[config.mk]
export PLATFORM = sky130hd
export DESIGN_NAME = hmi_screen_frame_parser
export DESIGN_NICKNAME = d
export VERILOG_FILES = /design/src/hw/rtl/hsfp_pkg.sv /design/src/hw/rtl/hmi_screen_frame_parser.sv /design/src/hw/rtl/hsfp_datapath.sv /design/src/hw/rtl/hsfp_ctrl.sv
export SDC_FILE = /design/constraint.sdc
export NUM_CORES = 1
export LEC_CHECK = 0
export ABC_AREA = 1
export BUFFER_PORTS_ARGS = -buffer_cell sky130_fd_sc_hd__buf_4
export CORE_ASPECT_RATIO = 1.1
export CORE_MARGIN = 3
export CORE_UTILIZATION = 55
export CTS_BUF_LIST = sky130_fd_sc_hd__clkbuf_4 sky130_fd_sc_hd__clkbuf_8
export CTS_CLUSTER_SIZE = 25
export DETAILED_ROUTE_END_ITERATION = 16
export PLACE_DENSITY = 0.72
export SLEW_MARGIN = 0
export SYNTH_ARGS = -nofsm -noshare
export SYNTH_HDL_FRONTEND = slang
export SYNTH_SLANG_ARGS = --single-unit
[constraint.sdc]
create_clock -name clk -period 11.1 [get_ports clk]
set_clock_uncertainty 0.1 [all_clocks]
set_input_delay 1.11 -clock clk [delete_from_list [all_inputs] [get_ports clk]]
set_output_delay 1.11 -clock clk [all_outputs]
set_load 0.01 [all_outputs]
[src/hw/rtl/hsfp_pkg.sv]
// Package for the HMI screen frame parser: constants, state type and control structs.
`timescale 1ns / 1ps
package hsfp_pkg;

  // Width of the byte counter and of the read pointer.
  localparam int CNT_W = 6;
  // Width of the count of results still to be sent.
  localparam int LEFT_W = 5;

  // Default buffer depth in bytes.
  localparam int FRAME_BYTES_DEF = 40;

  // Frame byte codes.
  localparam logic [7:0] HDR_BYTE    = 8'hEE;
  localparam logic [7:0] CMD_A       = 8'hB1;
  localparam logic [7:0] CMD_B       = 8'h11;
  localparam logic [7:0] TYPE_BUTTON = 8'h10;
  localparam logic [7:0] TYPE_TEXT   = 8'h11;
  localparam logic [7:0] FOOT_FF     = 8'hFF;
  localparam logic [7:0] FOOT_FC     = 8'hFC;

  // Frame lengths and positions.
  localparam logic [CNT_W-1:0]  BUTTON_LEN   = CNT_W'(10);
  localparam logic [CNT_W-1:0]  TEXT_MIN     = CNT_W'(13);
  localparam logic [CNT_W-1:0]  PAYLOAD_POS  = CNT_W'(8);
  localparam logic [CNT_W-1:0]  BUTTON_OVH   = CNT_W'(8);
  localparam logic [CNT_W-1:0]  TEXT_OVH     = CNT_W'(12);
  localparam logic [LEFT_W-1:0] RESULT_LIMIT = LEFT_W'(28);

  // Controller states.
  typedef enum logic [2:0] {
    ST_HUNT,
    ST_COLLECT,
    ST_EVAL,
    ST_FIRST,
    ST_OUT
  } state_t;

  // Commands from the controller to the datapath.
  typedef struct packed {
    logic start;       // header byte seen: count becomes one
    logic store;       // write the byte into the buffer
    logic clear;       // count back to zero
    logic rd_first;    // read the first payload byte, load the result count
    logic rd_next;     // read the following payload byte
    logic load_out;    // load a result with data from the read register
    logic load_empty;  // load the single empty result
  } dp_cmd_t;

  // Status from the datapath to the controller.
  typedef struct packed {
    logic hdr_seen;    // incoming byte is the header byte
    logic full;        // buffer holds its full depth
    logic done;        // the frame is complete
    logic good;        // the completed frame has a valid command header
    logic empty;       // the completed frame has no payload to send
    logic out_last;    // the result in the output register is the last one
  } dp_status_t;

endpackage

[src/hw/rtl/hmi_screen_frame_parser.sv]
// Top level of the HMI screen frame parser: controller and datapath.
//
//   Channel | Handshake            | Carries
//   --------+----------------------+-----------------------------------------------
//   input   | in_valid / in_ready  | rx_byte
//   output  | out_valid / out_ready| page_id, control_id, control_type,
//           |                      | payload_byte, byte_valid, last
//
// A byte taken while hunting for the header is handled in ST_HUNT alone; a byte taken
// while collecting passes ST_COLLECT, which writes the buffer, and ST_EVAL, which tests
// for a finished frame. A finished frame passes ST_EVAL and ST_FIRST before its first
// result (an empty one skips ST_FIRST), then sends one result a cycle while out_ready
// is high, paced by the single buffer read port.
// Reset returns the parser to hunting for a header; buffer contents are not cleared.
// in_ready is low while a frame is tested or its results are sent.
`timescale 1ns / 1ps
module hmi_screen_frame_parser #(
  parameter int FRAME_BYTES = hsfp_pkg::FRAME_BYTES_DEF
) (
  input  logic        clk,
  input  logic        rst,
  input  logic        in_valid,
  output logic        in_ready,
  input  logic [7:0]  rx_byte,
  output logic        out_valid,
  input  logic        out_ready,
  output logic [15:0] page_id,
  output logic [15:0] control_id,
  output logic [7:0]  control_type,
  output logic [7:0]  payload_byte,
  output logic        byte_valid,
  output logic        last
);
  import hsfp_pkg::*;

  dp_cmd_t    cmd;
  dp_status_t status;

  // Sequencing of each request and each frame.
  hsfp_ctrl u_ctrl (
    .clk       (clk),
    .rst       (rst),
    .in_valid  (in_valid),
    .in_ready  (in_ready),
    .out_valid (out_valid),
    .out_ready (out_ready),
    .status    (status),
    .cmd       (cmd)
  );

  // Buffer and result fields.
  hsfp_datapath #(
    .FRAME_BYTES (FRAME_BYTES)
  ) u_dp (
    .clk          (clk),
    .rst          (rst),
    .rx_byte      (rx_byte),
    .cmd          (cmd),
    .status       (status),
    .page_id      (page_id),
    .control_id   (control_id),
    .control_type (control_type),
    .payload_byte (payload_byte),
    .byte_valid   (byte_valid),
    .last         (last)
  );

endmodule

[src/hw/rtl/hsfp_datapath.sv]
// Datapath of the HMI screen frame parser: buffer, header and tail registers, result register.
`timescale 1ns / 1ps
module hsfp_datapath #(
  parameter int FRAME_BYTES = hsfp_pkg::FRAME_BYTES_DEF
) (
  input  logic                 clk,
  input  logic                 rst,
  input  logic [7:0]           rx_byte,
  input  hsfp_pkg::dp_cmd_t    cmd,
  output hsfp_pkg::dp_status_t status,
  output logic [15:0]          page_id,
  output logic [15:0]          control_id,
  output logic [7:0]           control_type,
  output logic [7:0]           payload_byte,
  output logic                 byte_valid,
  output logic                 last
);
  import hsfp_pkg::*;

  localparam int AW = $clog2(FRAME_BYTES);
  localparam logic [CNT_W-1:0] DEPTH = CNT_W'(FRAME_BYTES);

  logic [7:0]        mem [FRAME_BYTES];
  logic [7:0]        rdata;
  logic [CNT_W-1:0]  count;
  logic [CNT_W-1:0]  ptr;
  logic [LEFT_W-1:0] left;
  logic [7:0]        hdr [1:7];
  logic [7:0]        tail [5];

  logic              rd_en;
  logic [CNT_W-1:0]  rd_addr;
  logic              button_done;
  logic              foot_done;
  logic              strip;
  logic [CNT_W-1:0]  plen;
  logic [LEFT_W-1:0] cnt;

  // Byte buffer: one write port, one registered read port.
  assign rd_en   = cmd.rd_first || (cmd.rd_next && (ptr < DEPTH));
  assign rd_addr = cmd.rd_first ? PAYLOAD_POS : ptr;

  always_ff @(posedge clk) begin
    if (cmd.store) begin
      mem[count[AW-1:0]] <= rx_byte;
    end
    if (rd_en) begin
      rdata <= mem[rd_addr[AW-1:0]];
    end
  end

  // Byte count and read pointer.
  always_ff @(posedge clk) begin
    if (rst) begin
      count <= '0;
    end else if (cmd.clear) begin
      count <= '0;
    end else if (cmd.start) begin
      count <= CNT_W'(1);
    end else if (cmd.store) begin
      count <= count + CNT_W'(1);
    end
  end

  always_ff @(posedge clk) begin
    if (cmd.rd_first) begin
      ptr <= PAYLOAD_POS + CNT_W'(1);
    end else if (rd_en) begin
      ptr <= ptr + CNT_W'(1);
    end
  end

  // Header bytes one to seven are captured as they arrive; the last five bytes shift along.
  always_ff @(posedge clk) begin
    if (cmd.store) begin
      for (int i = 1; i <= 7; i++) begin
        if (count == CNT_W'(i)) begin
          hdr[i] <= rx_byte;
        end
      end
      tail[0] <= rx_byte;
      for (int i = 1; i < 5; i++) begin
        tail[i] <= tail[i-1];
      end
    end
  end

  // Frame completion and payload length from the registered count.
  assign button_done = (count == BUTTON_LEN) && (hdr[1] == CMD_A) && (hdr[2] == CMD_B)
                       && (hdr[7] == TYPE_BUTTON);
  assign foot_done   = (count >= TEXT_MIN) && (tail[3] == FOOT_FF) && (tail[2] == FOOT_FC)
                       && (tail[1] == FOOT_FF) && (tail[0] == FOOT_FF);
  assign strip       = (hdr[7] == TYPE_TEXT) && (tail[4] == 8'h00);

  always_comb begin
    if (hdr[7] == TYPE_BUTTON) begin
      plen = count - BUTTON_OVH;
    end else begin
      plen = count - TEXT_OVH - CNT_W'(strip);
    end
    if (plen > CNT_W'(RESULT_LIMIT)) begin
      cnt = RESULT_LIMIT;
    end else begin
      cnt = plen[LEFT_W-1:0];
    end
  end

  // Results still to be loaded into the output register.
  always_ff @(posedge clk) begin
    if (cmd.rd_first) begin
      left <= cnt;
    end else if (cmd.load_out) begin
      left <= left - LEFT_W'(1);
    end
  end

  // Result register.
  always_ff @(posedge clk) begin
    if (cmd.load_out) begin
      payload_byte <= rdata;
      byte_valid   <= 1'b1;
      last         <= (left == LEFT_W'(1));
    end else if (cmd.load_empty) begin
      payload_byte <= 8'h00;
      byte_valid   <= 1'b0;
      last         <= 1'b1;
    end
  end

  assign page_id      = {hdr[3], hdr[4]};
  assign control_id   = {hdr[5], hdr[6]};
  assign control_type = hdr[7];

  // Status to the controller.
  always_comb begin
    status.hdr_seen = (rx_byte == HDR_BYTE);
    status.full     = (count >= DEPTH);
    status.done     = button_done || foot_done;
    status.good     = (hdr[1] == CMD_A) && (hdr[2] == CMD_B);
    status.empty    = (cnt == '0);
    status.out_last = last;
  end

endmodule

[src/hw/rtl/hsfp_ctrl.sv]
// Controller of the HMI screen frame parser: hunts, collects, evaluates and sends results.
`timescale 1ns / 1ps
module hsfp_ctrl (
  input  logic                 clk,
  input  logic                 rst,
  input  logic                 in_valid,
  output logic                 in_ready,
  output logic                 out_valid,
  input  logic                 out_ready,
  input  hsfp_pkg::dp_status_t status,
  output hsfp_pkg::dp_cmd_t    cmd
);
  import hsfp_pkg::*;

  state_t state;
  state_t state_next;

  // State register.
  always_ff @(posedge clk) begin
    if (rst) begin
      state <= ST_HUNT;
    end else begin
      state <= state_next;
    end
  end

  // Next state and commands.
  always_comb begin
    state_next = state;
    cmd        = '0;
    in_ready   = 1'b0;
    out_valid  = 1'b0;
    unique case (state)
      ST_HUNT: begin
        in_ready = 1'b1;
        if (in_valid && status.hdr_seen) begin
          cmd.start  = 1'b1;
          state_next = ST_COLLECT;
        end
      end
      ST_COLLECT: begin
        in_ready = 1'b1;
        if (in_valid) begin
          if (status.full) begin
            cmd.clear  = 1'b1;
            state_next = ST_HUNT;
          end else begin
            cmd.store  = 1'b1;
            state_next = ST_EVAL;
          end
        end
      end
      ST_EVAL: begin
        priority if (!status.done) begin
          state_next = ST_COLLECT;
        end else if (!status.good) begin
          cmd.clear  = 1'b1;
          state_next = ST_HUNT;
        end else if (status.empty) begin
          cmd.load_empty = 1'b1;
          state_next     = ST_OUT;
        end else begin
          cmd.rd_first = 1'b1;
          state_next   = ST_FIRST;
        end
      end
      ST_FIRST: begin
        cmd.load_out = 1'b1;
        cmd.rd_next  = 1'b1;
        state_next   = ST_OUT;
      end
      ST_OUT: begin
        out_valid = 1'b1;
        if (out_ready) begin
          if (status.out_last) begin
            cmd.clear  = 1'b1;
            state_next = ST_HUNT;
          end else begin
            cmd.load_out = 1'b1;
            cmd.rd_next  = 1'b1;
          end
        end
      end
      default: begin
        state_next = ST_HUNT;
      end
    endcase
  end

endmodule

After elaboration in Yosys (flattened, before gate mapping) --
Memories as Yosys holds them, arrays and structs flattened. A register that Yosys moved wholly into a read port is not among the register bits. Index checks and enable logic that the tools add are counted.
Cells by class: add/subtract/negate cells 6, order comparisons 4, eq/ne operators 26, mux-type cells 84, reductions and logical operators 29
Operator list (number):
- $mux W8 | 8
- $mux W1 | 50
- $eq A8 B8 Y1 const B | 6
- $reduce_or A8 Y1 | 6
- $mux W3 | 13
- $eq A6 B3 Y1 const B | 4
- $eq A8 B5 Y1 const B | 3
- $mux W5 | 3
- $pmux W3 S5 | 1
- $add A6 B1 Y6 const B | 2
- $eq A6 B2 Y1 const B | 2
- $mux W6 | 2
- $sub A6 B4 Y6 const B | 2
- $logic_and A1 B1 Y1 | 11
- $mux W2 | 5
- $logic_not A8 Y1 | 1
- $eq A3 B2 Y1 const B | 2
- $eq A6 B1 Y1 const B | 1
- $eq A6 B4 Y1 const B | 1
- $ge A6 B4 Y1 const B | 1
- $ge A6 B6 Y1 const B | 1
- $gt A6 B5 Y1 const B | 1
- $lt A6 B6 Y1 const B | 1
- $reduce_bool A2 Y1 | 3
- 15 further kinds | 19
Word-level totals: register bits 30, RAM bits 416, bits of input ports 12, output and inout port bits 52, word-level logic and storage cells 160, memories 3
Memory list:
- u_dp.mem | depth 40, bits a word 8, rd ports 1, clocked after Yosys merged registers in 1, wr ports 1, line hsfp_datapath.sv:23 | logic [7:0] mem [FRAME_BYTES];
- u_dp.hdr | depth 7, bits a word 8, rd ports 7, clocked after Yosys merged registers in 0, wr ports 1, line hsfp_datapath.sv:28 | logic [7:0] hdr [1:7];
- u_dp.tail | depth 5, bits a word 8, rd ports 5, clocked after Yosys merged registers in 0, wr ports 5, line hsfp_datapath.sv:29 | logic [7:0] tail [5];

Depth between registers and ports, before layout --
An unclocked memory read counts as a cell.
word-level depth 14, gate-level depth with buffers 27

Cells and area by module --
A second synthesis with hierarchy kept.
Unflattened totals: cell total of the unflattened synthesis 1689, area total of the unflattened synthesis 19022.0 um^2
Modules (own cells, without submodules):
- hsfp_datapath | times used 1, cells each 1638, area an instance 18720.5 um^2, seq. area each 13412.9 um^2
- hsfp_ctrl | times used 1, cells each 51, area an instance 301.5 um^2, seq. area each 60.1 um^2

Least setup slack after synthesis --
OpenSTA, ideal clock, no wires.
kind input-to-reg, from in in_valid, to mem u_dp.mem[23][0] (enable), data arrival time 4.287 ns, data required time 10.630 ns, path slack 6.343 ns, cell stages on the path 6, path buffers 0, path through inv_1 nor3_2 inv_1 nor2_1 nand2_1 nor2_1
RTL lines:
- start: declaration | line hmi_screen_frame_parser.sv:22 | input logic in_valid,
- end: declaration | line hsfp_datapath.sv:23

==> reports/qor.csv <==
stage;metric;value;unit
outcome;status;finished, final reports clean;
synth;asr flop ratio synth;0;%
global_routing;vias in the first global route;12580;
cts;post-CTS setup buffers;0;
synth;post-synth top area share;67.11;%
global_routing;global-route wire length before repair;71.99;mm
synth;Post-synth EDFFs;438;
die;Die Span Y;204.0;um
synth;flops & latches, synth;454;
cts;clk buf depth;3;
timing;period utilization;55.51;%
layout;nets@finish;1721;
synth;top post-synthesis cells by count;edfxtp_1, nand3_1, inv_1, nand2_1, nor2_1;
cts;CTS tree;done;
pwr;maximum VDD drop;0.0001300;V
synth;mapped cell area;0.01960;sq mm
synth;Avg Inst Size Synth;11.79;sq um
drt;Final ANT Viol Nets;0;
timing;Least-Margin Pin Slew;1.219;ns
drt;wire per inst;21.59;um
drt;top sig layer;met4;
timing;final hold viol count;0;
critical_path;crit path kind;flop to flop;
critical_path;worst-path maximum fanout;113;
cts;CTS resizes;0;
cts;Worst-Skew Late Latency;0.60;ns
layout;Design Area, Final;0.02133;sq mm
placement;DP Wirelength;28.19;mm
layout;Fillers;2668;
cts;clock root cell;clkbuf_8;
drt;DR iter-0 viols;1557;
die;# IOs;64;
die;Chip Width;186.0;um
global_routing;largest net degree at the start of global routing;114;
cts;H-tree depth;3;
global_routing;GRT overflow;0;
flow_run;Max-Cap Viols;0;
die;die area;0.03794;sq mm
die;initial core utilization;56.57;%
global_routing;GRT Total Usage;25.23;%
critical_path;CP required;11.47;ns
layout;Antenna Cells;0;
timing;worst hold margin;0.3452;ns
min_path;Hold WC Path Type;flop to flop;
pwr;P_leak;0.007879;uW
drt;Pre-antenna DRT Iters;6;
pwr;Pwr per Cell Area;154.5;mW/mm^2
placement;GPL Wtd Cong;0.8602;
placement;area post-placement;0.02000;sq mm
critical_path;CP startpoint kind;flop;
synth;Synth warnings;0;
timing;Setup Viol. Count Final;0;
drt;via/cell ratio;5.846;
synth;most common cell in the synthesized netlist;edfxtp_1;
critical_path;WP data arrival;6.53;ns
placement;pre-CTS setup slack;5.007;ns
timing;Fmax;162.3;MHz
timing;Slew Viols, Final;0;
die;Cell Rows;71;
timing;post-layout minimum cycle time;6.161;ns
drt;met3 wire len;4.129;mm
drt;metal2 WL;22.76;mm
synth;syn nets;1694;
cts;clock transition at the registers of the reported paths;0.06;ns
synth;Post-Syn Instances;1663;
placement;input/output buffers;63;
synth;Synth cell types;45;
layout;fraction of layout cells with a size suffix above 1;14.81;%
timing;RSZ-0062 raised after global routing;no;
cts;CTS sink cnt;454;
global_routing;initial antenna violation count;0;
drt;routed wire length;47.06;mm
layout;area grow syn2layout;8.835;%
synth;ys flop type;edfxtp_1;
timing;slew margin rel.;18.76;%
drt;Routed met1 length;18.62;mm
cts;cts hold-fix bufs;0;
synth;post-synth top area cell;edfxtp_1;
drt;post-route DRC violation count;0;
critical_path;Setup crit end kind;flop;
drt;Vias;12740;
cts;Num CTS Buffers;70;
synth;Seq/Total Area, Yosys;68.74;%
timing;fin worst setup slack;4.939;ns
die;CORE AREA;0.03465;sq mm
timing;setup TNS;0;ns
synth;leading post-synthesis cells by cell area;edfxtp_1, nand3_1, inv_1;
## state kept, by name, summed over array words and instances, names as in the netlist
register	flops
u_dp.mem	320
u_dp.hdr	56
u_dp.tail	40
u_dp.payload_byte	8
u_dp.rdata	8
u_dp.count	6
u_dp.ptr	6
u_dp.left	5
u_ctrl.state	3
u_dp.byte_valid	1
u_dp.last	1
## cell usage in the layout, fill, tap and decap left out, drive strengths merged, types with 2 or more instances in the layout
cell / netlist / layout
a211oi: 2 / 2
a21oi: 7 / 7
a31oi: 2 / 2
buf: 91 / 74
clkbuf: 28 / 101
clkinv: 2 / 22
clkinvlp: 0 / 2
dfxtp: 16 / 16
edfxtp: 438 / 438
ha: 18 / 18
inv: 207 / 208
nand2: 171 / 171
nand3: 323 / 323
nand3b: 40 / 40
nand4: 3 / 3
nor2: 154 / 154
nor3: 16 / 16
nor3b: 6 / 6
nor4: 3 / 3
o2111ai: 16 / 16
o211ai: 9 / 9
o21ai: 42 / 42
o221ai: 16 / 16
or2: 43 / 43
xor2: 5 / 5
## critical path, stage by stage, from the launching register on
cell      delay [ns]
edfxtp_1        0.41
inv_2           0.06
nand2_1         0.08
nor3_1          0.25
nand2_1         0.10
nor2_1          0.10
ha_1            0.14
inv_1           0.04
ha_1            0.20
fa_1            0.41
nand2_1         0.08
nand2_1         0.06
xor2_1          0.14
nand2_1         0.06
nand2_1         0.08
nor2_2          0.13
nand3_2         0.10
nand2_4         0.51
buf_4           0.75
nand2_4         0.84
inv_1           0.71
nor2_1          0.09
nor2_1          0.10
o21ai_1         0.09
o211ai_1        0.13
nand3_1         0.10
nand2_1         0.08
## where the power goes
part / switching, uW / leakage (uW) / internal (uW)
clock network: 614 / 0.000704 / 709
logic: 60.5 / 0.00311 / 14.2
registers: 6.04 / 0.00407 / 1890
## routing by layer
| layer | GRT usage, % | up-vias |
|---|---|---|
| li1 | - | 5816 |
| met1 | 34.44 | 6180 |
| met2 | 40.48 | 639 |
| met3 | 5.269 | 109 |
| met4 | 9.178 | 0 |
| met5 | 0 | - |
## path summary, 6_finish.rpt
path                                   start                         end  slack, ns  depth (start not counted)
setup / recovery   u_dp.hdr[0][58]$_DFFE_PP_     u_dp.rdata[3]$_DFFE_PP_       4.94                         26
hold / removal    u_dp.tail[0][23]$_DFFE_PP_  u_dp.tail[0][31]$_DFFE_PP_       0.35                          0
setup reg to reg   u_dp.hdr[0][58]$_DFFE_PP_     u_dp.rdata[3]$_DFFE_PP_       4.94                         26
hold reg to reg   u_dp.tail[0][23]$_DFFE_PP_  u_dp.tail[0][31]$_DFFE_PP_       0.35                          0
## cell families after synthesis
group                      after synthesis  synth area share [%]
buffers and inverters                  328                 7.680
and+or+nand+nor                        759                 18.68
xor gates and xnor gates                 6                0.2681
DFF                                    454                 68.74
adders and majority gates               19                 1.251
AOI/OAI and AO/OA                       97                 3.377
## stage by stage
| stage | utilization (%) | instances | power, uW |
|---|---|---|---|
| floorplan | - | 1663 | 1960 |
| global placement | 57.73 | 2056 | 2004 |
| detailed placement | 57.73 | 2056 | 2007 |
| CTS | 61.57 | 2180 | 3316 |
| global route | 61.57 | 2180 | 3397 |
| finish | 61.57 | 2180 | 3296 |
## final cells by class
cell class	count	area, sq um	area share, %
flip-flops and latches	454	13480	63.18
multi-input cells	881	4636	21.73
clock buffers	101	1227	5.754
inverters	209	784.5	3.678
repair buffers	74	555.5	2.604
well taps	438	548.0	2.569
clock inverters	23	103.9	0.4868
No activity file was read; power rests on OpenSTA's default activity.
